<file path="config.mk">
export PLATFORM = sky130hd
export DESIGN_NAME = imu_fbs_store
export DESIGN_NICKNAME = d
export VERILOG_FILES = /design/src/design/imu_fbs_pkg.sv /design/src/design/imu_fbs_store.sv
export SDC_FILE = /design/constraint.sdc
export NUM_CORES = 2
export LEC_CHECK = 0
export ABC_AREA = 0
export BUFFER_PORTS_ARGS = -buffer_cell sky130_fd_sc_hd__buf_4
export CAP_MARGIN = 30
export CORE_MARGIN = 2
export CORE_UTILIZATION = 35
export CTS_BUF_LIST = sky130_fd_sc_hd__clkbuf_8
export CTS_CLUSTER_SIZE = 16
export DETAILED_ROUTE_END_ITERATION = 7
export PLACE_DENSITY = 0.55
export SYNTH_ARGS = -nofsm -noshare
export SYNTH_HDL_FRONTEND = slang
export SYNTH_MEMORY_MAX_BITS = 65536
export SYNTH_SLANG_ARGS = --single-unit
</file>
<file path="constraint.sdc">
create_clock -name clk -period 8.3 [get_ports clk]
set_input_delay 0 -clock clk [delete_from_list [all_inputs] [get_ports clk]]
set_output_delay 0 -clock clk [all_outputs]
set_load 0.005 [all_outputs]
</file>
<file path="src/design/imu_fbs_pkg.sv">
// Shared types, codes and defaults of the IMU FIFO burst sorter.
package imu_fbs_pkg;

  localparam int SAMPLE_CAP_DEF = 32;
  localparam int WORD_CAP_DEF   = 96;

  localparam int CFG_W     = 16;
  localparam int CFG_IDX_W = 3;

  // register indexes
  localparam logic [CFG_IDX_W-1:0] REG_HIGH_G_EN  = 3'd0;
  localparam logic [CFG_IDX_W-1:0] REG_GYRO_TAG   = 3'd1;
  localparam logic [CFG_IDX_W-1:0] REG_LOW_G_TAG  = 3'd2;
  localparam logic [CFG_IDX_W-1:0] REG_HIGH_G_TAG = 3'd3;
  localparam logic [CFG_IDX_W-1:0] REG_TEMP_TAG   = 3'd4;
  localparam logic [CFG_IDX_W-1:0] REG_CLIP_UPPER = 3'd5;
  localparam logic [CFG_IDX_W-1:0] REG_CLIP_LOWER = 3'd6;

  // channel codes, also the upper address bits of the sample store
  localparam logic [1:0] CH_GYRO   = 2'd0;
  localparam logic [1:0] CH_LOW_G  = 2'd1;
  localparam logic [1:0] CH_HIGH_G = 2'd2;

  // result kinds
  localparam logic [1:0] KIND_GYRO   = 2'd0;
  localparam logic [1:0] KIND_ACCEL  = 2'd1;
  localparam logic [1:0] KIND_STATUS = 2'd2;

  localparam int SAMPLE_W = 48;

  typedef struct packed {
    logic               high_g_enable;
    logic [4:0]         gyro_tag;
    logic [4:0]         low_g_tag;
    logic [4:0]         high_g_tag;
    logic [4:0]         temp_tag;
    logic [14:0]        clip_upper;
    logic signed [15:0] clip_lower;
  } cfg_t;

  typedef struct packed {
    logic                is_sample;
    logic [1:0]          chan;
    logic                is_temp;
    logic                clips;
    logic [SAMPLE_W-1:0] sample;
  } dec_t;

  typedef struct packed {
    logic       valid;
    logic [1:0] kind;
    logic       high_g;
    logic       last;
  } meta_t;

endpackage

</file>
<file path="src/design/imu_fbs_store.sv">
// Sample store of all three channels: one write port, one registered read port.
module imu_fbs_store import imu_fbs_pkg::*; #(
  parameter int IDX_W = 5
) (
  input  logic                clk,
  input  logic                wr_en,
  input  logic [IDX_W+1:0]    wr_addr,
  input  logic [SAMPLE_W-1:0] wr_data,
  input  logic                rd_en,
  input  logic [IDX_W+1:0]    rd_addr,
  output logic [SAMPLE_W-1:0] rd_data
);

  logic [SAMPLE_W-1:0] mem [0:(3 << IDX_W)-1];

  always_ff @(posedge clk) begin
    if (wr_en) begin
      mem[wr_addr] <= wr_data;
    end
  end

  always_ff @(posedge clk) begin
    if (rd_en) begin
      rd_data <= mem[rd_addr];
    end
  end

endmodule

</file>
==> flow_summary.ini <==
[synthesis]
synthFlopType = edfxtp_1
synth_compound_area_share_pct = 3.65
synth_area_leaders = edfxtp_1 (79%), mux4_2 (9.7%), mux2i_1 (2.7%)
syn_nets = 8285
syn-instance-count = 8220
synthSimpleGateAreaFrac_pct = 1.52
synth_cell_type_count = 33
yosys.cell_count.top_type = edfxtp_1
synth-seq-cells = 4656
syn_area_per_cell_um2 = 21.6
async_reset_ff_share_pct = 0
synth_top_family_by_area = multiplexers
yosysTopAreaCell = edfxtp_1
yosys_warnings = 0
yosys-top-cells-count = edfxtp_1 (4656), mux4_2 (768), mux2i_1 (480), mux2_2 (384), a22oi_1 (336)
synth_adder_area_share_pct = 0
synth-seq-area-share_pct = 78.8
synthesis.area_um2 = 178000
synthDominantCellAreaShare_pct = 78.8
synth.area.mux_share_pct = 14.9
yosys.area_share.xor_xnor_pct = 0
synth_edf_count = 4656

[sta]
setup_tns_ns = 0
grt_setup_unrepaired = false
min_period_ns = 3.89
finalSetupViolations = 0
relSlewSlack_pct = 17.3
min_period_over_period_pct = 46.8
hold_viol_final = 0
hold_ws_ns = 0.105
worst_pin_slew_ns = 1.23
clock_skew_ns = 0.0829
timing.fmax_mhz = 257
drv_slew = 0

[finish]
synthToLayoutAreaGrowth_pct = 15.2
drive_above_1_share_pct = 27.2
nets = 9168
fin_cells = 16429

[grt]
use_met2_pct = 33.1
grt.busiest_layer = met2
grt_util_met3_pct = 4.42
grt_max_degree = 152
grt_pass1_vias = 93022
grt-ovfl-total = 0
track_usage_pct = 20.7
grtUsageMet1_pct = 28.8
antenna_found_initial = 66
grt_pass1_wl_um = 745000

[place]
placedCellCount = 14885
dp_hpwl_um = 299000
gp_congestion = 0.796
io_buffer_count = 112

[clock_tree]
hold_buffers = 138
clock_path_buffers = 4
cts_tree = done
cts_resized = 0
cts.sinks = 4656
htreeDepth = 6
clock-root-buffer = clkbuf_8
cts_setup_buffers = 0
clk_pin_slew_worst_paths_ns = 0.06
clk_latency_ns = 1.27
numCtsBuffers = 747

[floorplanning]
dieArea_um2 = 513000
dieHeight_um = 716
core_area_um2 = 505000
initial_utilization_pct = 35.1
dieWidth_um = 716
num_rows = 261
io_pins = 113

[critical_path]
critPathBufInv = 4
critPathLaunchType = input pin
crit_path_end_kind = register
cpMostUsedCell = buf_4
required_ns = 9.25
cpPeakStageDelay_ns = 0.82
path_cells = dlygate4sd3_1, buf_16, buf_4, buf_4, mux2i_1, a22oi_1, nand3_1, nand4_1, a31o_1
worstSetupPathType = input pin to register
crit_path_max_fanout = 103
worst_path_max_delay_cell = nand4_1
critical-path-top-delay-family = buffers and inverters
crit_arrival_ns = 4.84

[detailed_routing]
num_vias = 92791
drtPass1Iterations = 6
viasPerCell = 5.65
drt-initial-drc-count = 12393
postRouteAntennaNets = 0
wl_um = 544000
avgRoutedWirePerCell_um = 33.1
remaining_drc_errors = 0

[power_and_ir_drop]
ir_worst_vdd_mv = 0.154
power_density_nw_per_um2 = 228
p_leak_nw = 64.8

[flow_run]
maxCapViolations = 0

[worst_hold_path]
worst_hold_path_type = input pin to register

[status]
status = finished clean
==> through the flow <==
step	setup slack (ns)	utilization [%]	area (um^2)	total power, W
finish	4.41	40.5	205000	0.0466
global route	4.45	40.5	204000	0.0480
CTS	4.60	40.3	204000	0.0469
detailed placement	3.90	37.4	189000	0.0290
global placement	3.45	37.2	188000	0.0290
floorplan	3.98	-	178000	0.0277
==> state kept, by name, summed over array words and instances (netlist names) <==
signal   cells
rd_data     48
mem       4608
==> cells in the final DEF (no fill, tap or decap), types with 13 or more instances in the layout <==
cell           instances
edfxtp_1            4656
mux4_2               768
clkbuf_8             757
mux2i_1              480
mux2_2               384
buf_4                365
a22oi_1              336
inv_1                274
nand2_1              252
clkinv_1             197
o22ai_1              144
dlygate4sd3_1        135
nand3_1              107
nand4_1               97
a221oi_1              96
nor2_4                88
clkinv_2              62
a21oi_1               48
a41oi_1               48
a221o_1               48
a31o_1                48
buf_12                48
buf_16                44
a31oi_1               42
o31ai_1               38
diode_2               21
inv_6                 15
clkinvlp_4            13
==> area by class of cell <==
type                            instances  area, um^2
Antenna cell                           21        52.6
Clock buffer                          757       10400
Clock inverter                        591        2860
Fill cell                           44494      301000
Inverter                                1        6.26
Multi-Input combinational cell       3087       36500
Sequential cell                      4656      140000
Tap cell                             6706        8390
Timing Repair Buffer                  610        6450
==> logic make-up after synthesis <==
| group | after synthesis |
|---|---|
| compound gates | 864 |
| buf+inv | 477 |
| flops | 4656 |
| mux | 1632 |
| simple gates | 591 |
==> power breakdown <==
part	internal, W	switching, W	total (W)	leakage (nW)
Sequential	0.0260	0.0000969	0.0261	41.9
Combinational	0.000889	0.00169	0.00258	15.1
Clock	0.00875	0.00912	0.0179	7.78
==> routing by layer <==
metal / share of wire [%] / wire length, um
met5: 0.031 / 171
met1: 41 / 223000
met3: 9.4 / 51200
met4: 2.7 / 14600
met2: 47 / 255000
==> tightest hold or removal path, cell delays in order <==
cell           delay [ns]
dlygate4sd3_1        0.54
buf_4                0.16
buf_4                0.35
==> worst paths after layout <==
path / start / to / slack (ns) / cells after the start
hold / removal: wr_data[16] / mem[4][16] / 0.10 / 3
setup reg to reg: mem[58][14] / rd_data[14] / 5.54 / 4
hold reg to reg: mem[1][31] / rd_data[31] / 0.85 / 4
setup / recovery: rd_addr[2] / rd_data[14] / 4.41 / 9
(Power assumes the default switching activity.)
