File: config.mk
export PLATFORM = sky130hd
export DESIGN_NAME = imu_fbs_decode
export DESIGN_NICKNAME = d
export VERILOG_FILES = /design/src/design/imu_fbs_pkg.sv /design/src/design/imu_fbs_decode.sv
export SDC_FILE = /design/constraint.sdc
export NUM_CORES = 1
export LEC_CHECK = 0
export ABC_AREA = 1
export BUFFER_PORTS_ARGS = -buffer_cell sky130_fd_sc_hd__buf_2
export CORE_AREA = 8 8 98 100
export DETAILED_ROUTE_END_ITERATION = 10
export DIE_AREA = 0 0 106 108
export PLACE_DENSITY = 0.8
export SYNTH_ARGS = -nofsm -noshare
export SYNTH_HDL_FRONTEND = slang
export SYNTH_SLANG_ARGS = --single-unit
File: constraint.sdc
create_clock -name vclk -period 2.1
set_input_delay 0 -clock vclk [all_inputs]
set_output_delay 0 -clock vclk [all_outputs]
set_load 0.01 [all_outputs]
File: src/design/imu_fbs_pkg.sv
// Shared types, codes and defaults of the IMU FIFO burst sorter.
package imu_fbs_pkg;

  localparam int SAMPLE_CAP_DEF = 32;
  localparam int WORD_CAP_DEF   = 96;

  localparam int CFG_W     = 16;
  localparam int CFG_IDX_W = 3;

  // register indexes
  localparam logic [CFG_IDX_W-1:0] REG_HIGH_G_EN  = 3'd0;
  localparam logic [CFG_IDX_W-1:0] REG_GYRO_TAG   = 3'd1;
  localparam logic [CFG_IDX_W-1:0] REG_LOW_G_TAG  = 3'd2;
  localparam logic [CFG_IDX_W-1:0] REG_HIGH_G_TAG = 3'd3;
  localparam logic [CFG_IDX_W-1:0] REG_TEMP_TAG   = 3'd4;
  localparam logic [CFG_IDX_W-1:0] REG_CLIP_UPPER = 3'd5;
  localparam logic [CFG_IDX_W-1:0] REG_CLIP_LOWER = 3'd6;

  // channel codes, also the upper address bits of the sample store
  localparam logic [1:0] CH_GYRO   = 2'd0;
  localparam logic [1:0] CH_LOW_G  = 2'd1;
  localparam logic [1:0] CH_HIGH_G = 2'd2;

  // result kinds
  localparam logic [1:0] KIND_GYRO   = 2'd0;
  localparam logic [1:0] KIND_ACCEL  = 2'd1;
  localparam logic [1:0] KIND_STATUS = 2'd2;

  localparam int SAMPLE_W = 48;

  typedef struct packed {
    logic               high_g_enable;
    logic [4:0]         gyro_tag;
    logic [4:0]         low_g_tag;
    logic [4:0]         high_g_tag;
    logic [4:0]         temp_tag;
    logic [14:0]        clip_upper;
    logic signed [15:0] clip_lower;
  } cfg_t;

  typedef struct packed {
    logic                is_sample;
    logic [1:0]          chan;
    logic                is_temp;
    logic                clips;
    logic [SAMPLE_W-1:0] sample;
  } dec_t;

  typedef struct packed {
    logic       valid;
    logic [1:0] kind;
    logic       high_g;
    logic       last;
  } meta_t;

endpackage

File: src/design/imu_fbs_decode.sv
// Tag decode, axis negation and low-g clip test of one FIFO word.
module imu_fbs_decode import imu_fbs_pkg::*; (
  input  logic [7:0]         tag_byte,
  input  logic signed [15:0] raw_x,
  input  logic signed [15:0] raw_y,
  input  logic signed [15:0] raw_z,
  input  cfg_t               cfg,
  output dec_t               dec
);

  logic [4:0]         tag;
  logic signed [15:0] y_neg;
  logic signed [15:0] z_neg;
  logic signed [15:0] upper;

  function automatic logic signed [15:0] neg_sat(input logic signed [15:0] v);
    return (v == 16'sh8000) ? 16'sh7fff : -v;
  endfunction

  function automatic logic axis_clips(input logic signed [15:0] v,
                                      input logic signed [15:0] hi,
                                      input logic signed [15:0] lo);
    return (v >= hi) || (v <= lo);
  endfunction

  assign tag   = tag_byte[7:3];
  assign y_neg = neg_sat(raw_y);
  assign z_neg = neg_sat(raw_z);
  assign upper = $signed({1'b0, cfg.clip_upper});

  always_comb begin
    dec.is_sample = 1'b0;
    dec.chan      = CH_GYRO;
    dec.is_temp   = 1'b0;
    // first match wins when tag codes are equal
    if (tag == cfg.gyro_tag) begin
      dec.is_sample = 1'b1;
      dec.chan      = CH_GYRO;
    end else if (tag == cfg.low_g_tag) begin
      dec.is_sample = 1'b1;
      dec.chan      = CH_LOW_G;
    end else if (tag == cfg.high_g_tag) begin
      dec.is_sample = 1'b1;
      dec.chan      = CH_HIGH_G;
    end else if (tag == cfg.temp_tag) begin
      dec.is_temp = 1'b1;
    end
    dec.clips  = axis_clips(raw_x, upper, cfg.clip_lower) ||
                 axis_clips(y_neg, upper, cfg.clip_lower) ||
                 axis_clips(z_neg, upper, cfg.clip_lower);
    dec.sample = {z_neg, y_neg, raw_x};
  end

endmodule

==> qor.csv <==
stage,metric,value,unit
detailed_routing,final WL,13430,microns
logic_synthesis,Synth top cells by count,"nand2_1 (173), inv_1 (113), ha_1 (95), nor2_1 (56), a21oi_1 (33)",
setup_path,Setup crit start kind,input pin,
detailed_routing,Routed wire per std cell,13.91,microns
timing,endpoints failing hold,0,
cells_and_area,layout overhead on the synthesized area,58.49,%
setup_path,WP buf/inv,5,
global_routing,Congestion Overflow GR,0,
detailed_routing,DRT Pass-1 Iters,5,
logic_synthesis,Post-Syn Area,3605,sq um
detailed_routing,Via density,4.964,
logic_synthesis,Synth Instances,610,
floorplanning,die extent in y,108,microns
setup_path,crit path kind,input pin to output pin,
global_routing,vias in the first global route,5000,
global_routing,met2 Use GR,0.4415,
timing,RSZ-0062 raised after global routing,yes,
logic_synthesis,Yosys top cell area share,0.3297,
logic_synthesis,mean post-synth cell area,5.909,sq um
logic_synthesis,ranking of synthesized cells by area,"ha_1 (33%), nand2_1 (18%), inv_1 (12%), nor2_1 (5.8%), a21oi_1 (4.6%)",
logic_synthesis,Syn. warnings,0,
floorplanning,initial core utilization,0.4477,
floorplanning,die width,106,microns
setup_path,Top delay family on crit path,simple AND/OR/NAND/NOR gates,
setup_path,Slowest Stage Delay on Critical Path,0.21,ns
global_routing,busiest layer in global routing,met2,
floorplanning,Placement Rows,33,
timing,Final TNS setup,-0.6742,ns
setup_path,slowest stage cell on the critical path,nand4_1,
cells_and_area,NumNets Final,1065,
power_and_ir_drop,Power Density,199.3,nW/um^2
logic_synthesis,Post-Syn Nets,813,
placed_design,Final HPWL DP,11290,microns
timing,final worst slack,-0.6742,ns
cells_and_area,n_diodes,0,
power_and_ir_drop,Peak VDD IR,0.0001065,V
setup_path,crit path DAT,2.77,ns
placed_design,Port Buffers,157,
placed_design,GPL Wtd Cong,0.8859,
outcome,failing checks,setup timing,
outcome,status,finished with violations,
timing,Least-Margin Pin Slew,0.3257,ns
cells_and_area,Filler Cells Inserted,670,
setup_path,crit end category,output pin,
timing,Worst Hold Slack,0.2033,ns
timing,"Slew Viols, Final",0,
timing,Max-Slew Margin vs Limit,0.7821,
worst_hold_path,Hold WC Path Type,input pin to output pin,
power_and_ir_drop,Leak,3.424,nW
floorplanning,num ports,161,
cells_and_area,multi-input combinational cell area,3492,sq um
global_routing,routing usage on met3,0.04045,
cells_and_area,clkbuf count,0,
placed_design,Placed Area,5271,sq um
detailed_routing,Remaining DRCs,0,
global_routing,met1 usage,0.2373,
global_routing,antenna violations before repair,0,
power_and_ir_drop,Final Total Pwr,1.138,mW
setup_path,CP Data Required Time,2.10,ns
floorplanning,core area,8051,sq um
floorplanning,DIE AREA,11450,sq um
detailed_routing,DR iter-0 viols,129,
logic_synthesis,library cells used by synthesis,33,
run,Max Cap Violations,0,
timing,final period utilization,1.321,
setup_path,crit path max fanout,6,
global_routing,total track usage,0.2180,
timing,"Setup violations, final",1,
detailed_routing,Post-DRT Antenna Nets,0,
timing,Max Clock Freq,0.3605,GHz
logic_synthesis,sequential-to-total area share from yosys stat,0,
cells_and_area,Seq cells,0,
setup_path,CP dominant cell by count,nand2_1,
cells_and_area,Seq. cell area,0,sq um
cells_and_area,fin area,5713,sq um
detailed_routing,via count,4790,
timing,Period minus WS final,2.774,ns
cells_and_area,fraction of layout cells with a size suffix above 1,0.4000,
logic_synthesis,cell accounting for the most synthesized area,ha_1,
global_routing,first-pass GRT wire length,21470,microns
logic_synthesis,most common cell in the netlist,nand2_1,
global_routing,pin count of the biggest net entering global routing,7,
-- placed cells by master, fill, tap and decap left out, types with 2 or more instances in the layout --
master	Yosys	layout
buf_4	16	104
nor2_4	2	5
nand2_4	0	6
inv_2	2	4
inv_1	113	109
a21oi_1	33	30
nor3_4	1	2
ha_4	0	17
nand2_1	173	157
nand3_2	1	2
nand4_1	15	15
nor2_1	56	48
nor3_1	8	7
nand3b_1	2	2
nand3_4	0	4
nand3_1	24	19
nand2_2	5	15
o21a_1	2	2
a21o_1	4	4
buf_2	1	155
buf_6	0	7
and2_1	3	3
or2_2	2	2
o21ai_0	7	6
ha_1	95	77
o21bai_1	3	3
nor3b_1	2	2
a21oi_2	0	3
xor2_1	15	14
xnor2_1	14	14
nor2_2	2	7
-- layer usage --
metal	up-vias	routed length (microns)
met5	-	0
li1	2449	-
met4	0	118
met3	14	839
met2	139	7138
met1	2188	5328
-- path summary, 6_finish.rpt --
path / to / depth (start not counted) / start / slack, ns
hold / removal: dec[0] / 2 / raw_x[0] / 0.20
setup / recovery: dec[48] / 27 / raw_z[1] / -0.67
-- layout make-up --
type,count,area share
inverter,115,0.07687
tap,105,0.02300
multi-input combinational,478,0.6113
timing repair buffer,267,0.2889
-- logic make-up after synthesis --
kind of cell	share of synthesized area
xor gates and xnor gates	0.07046
adders and majority gates	0.3297
AOI/OAI and AO/OA	0.08400
and+or+nand+nor	0.3613
buffers and inverters	0.1545
-- where the power goes --
| group | leakage [nW] | internal, mW | switching, mW | total [mW] |
|---|---|---|---|---|
| Combinational | 3.42 | 0.532 | 0.606 | 1.14 |
| Sequential | 0 | 0 | 0 | 0 |
| Clock | 0 | 0 | 0 | 0 |
| Total | 3.42 | 0.532 | 0.606 | 1.14 |
-- through the flow --
step | std cells | utilization | setup slack [ns]
after floorplan | 610 | - | -0.1290
after global placement | 944 | 0.6547 | -0.5441
after detailed placement | 944 | 0.6547 | -0.6861
after CTS | 957 | 0.6836 | -0.4879
after global routing | 965 | 0.7096 | -0.8823
final | 965 | 0.7096 | -0.6742
-- what timing repair did --
item	in CTS	in global routing
hold buffers	0	0
endpoints found under the hold margin	0	0
cloned	1	0
setup endpoints to repair	1	1
buffers inserted	12	8
gates resized for setup	30	29
pin swaps	25	34
(Power assumes the default switching activity.)
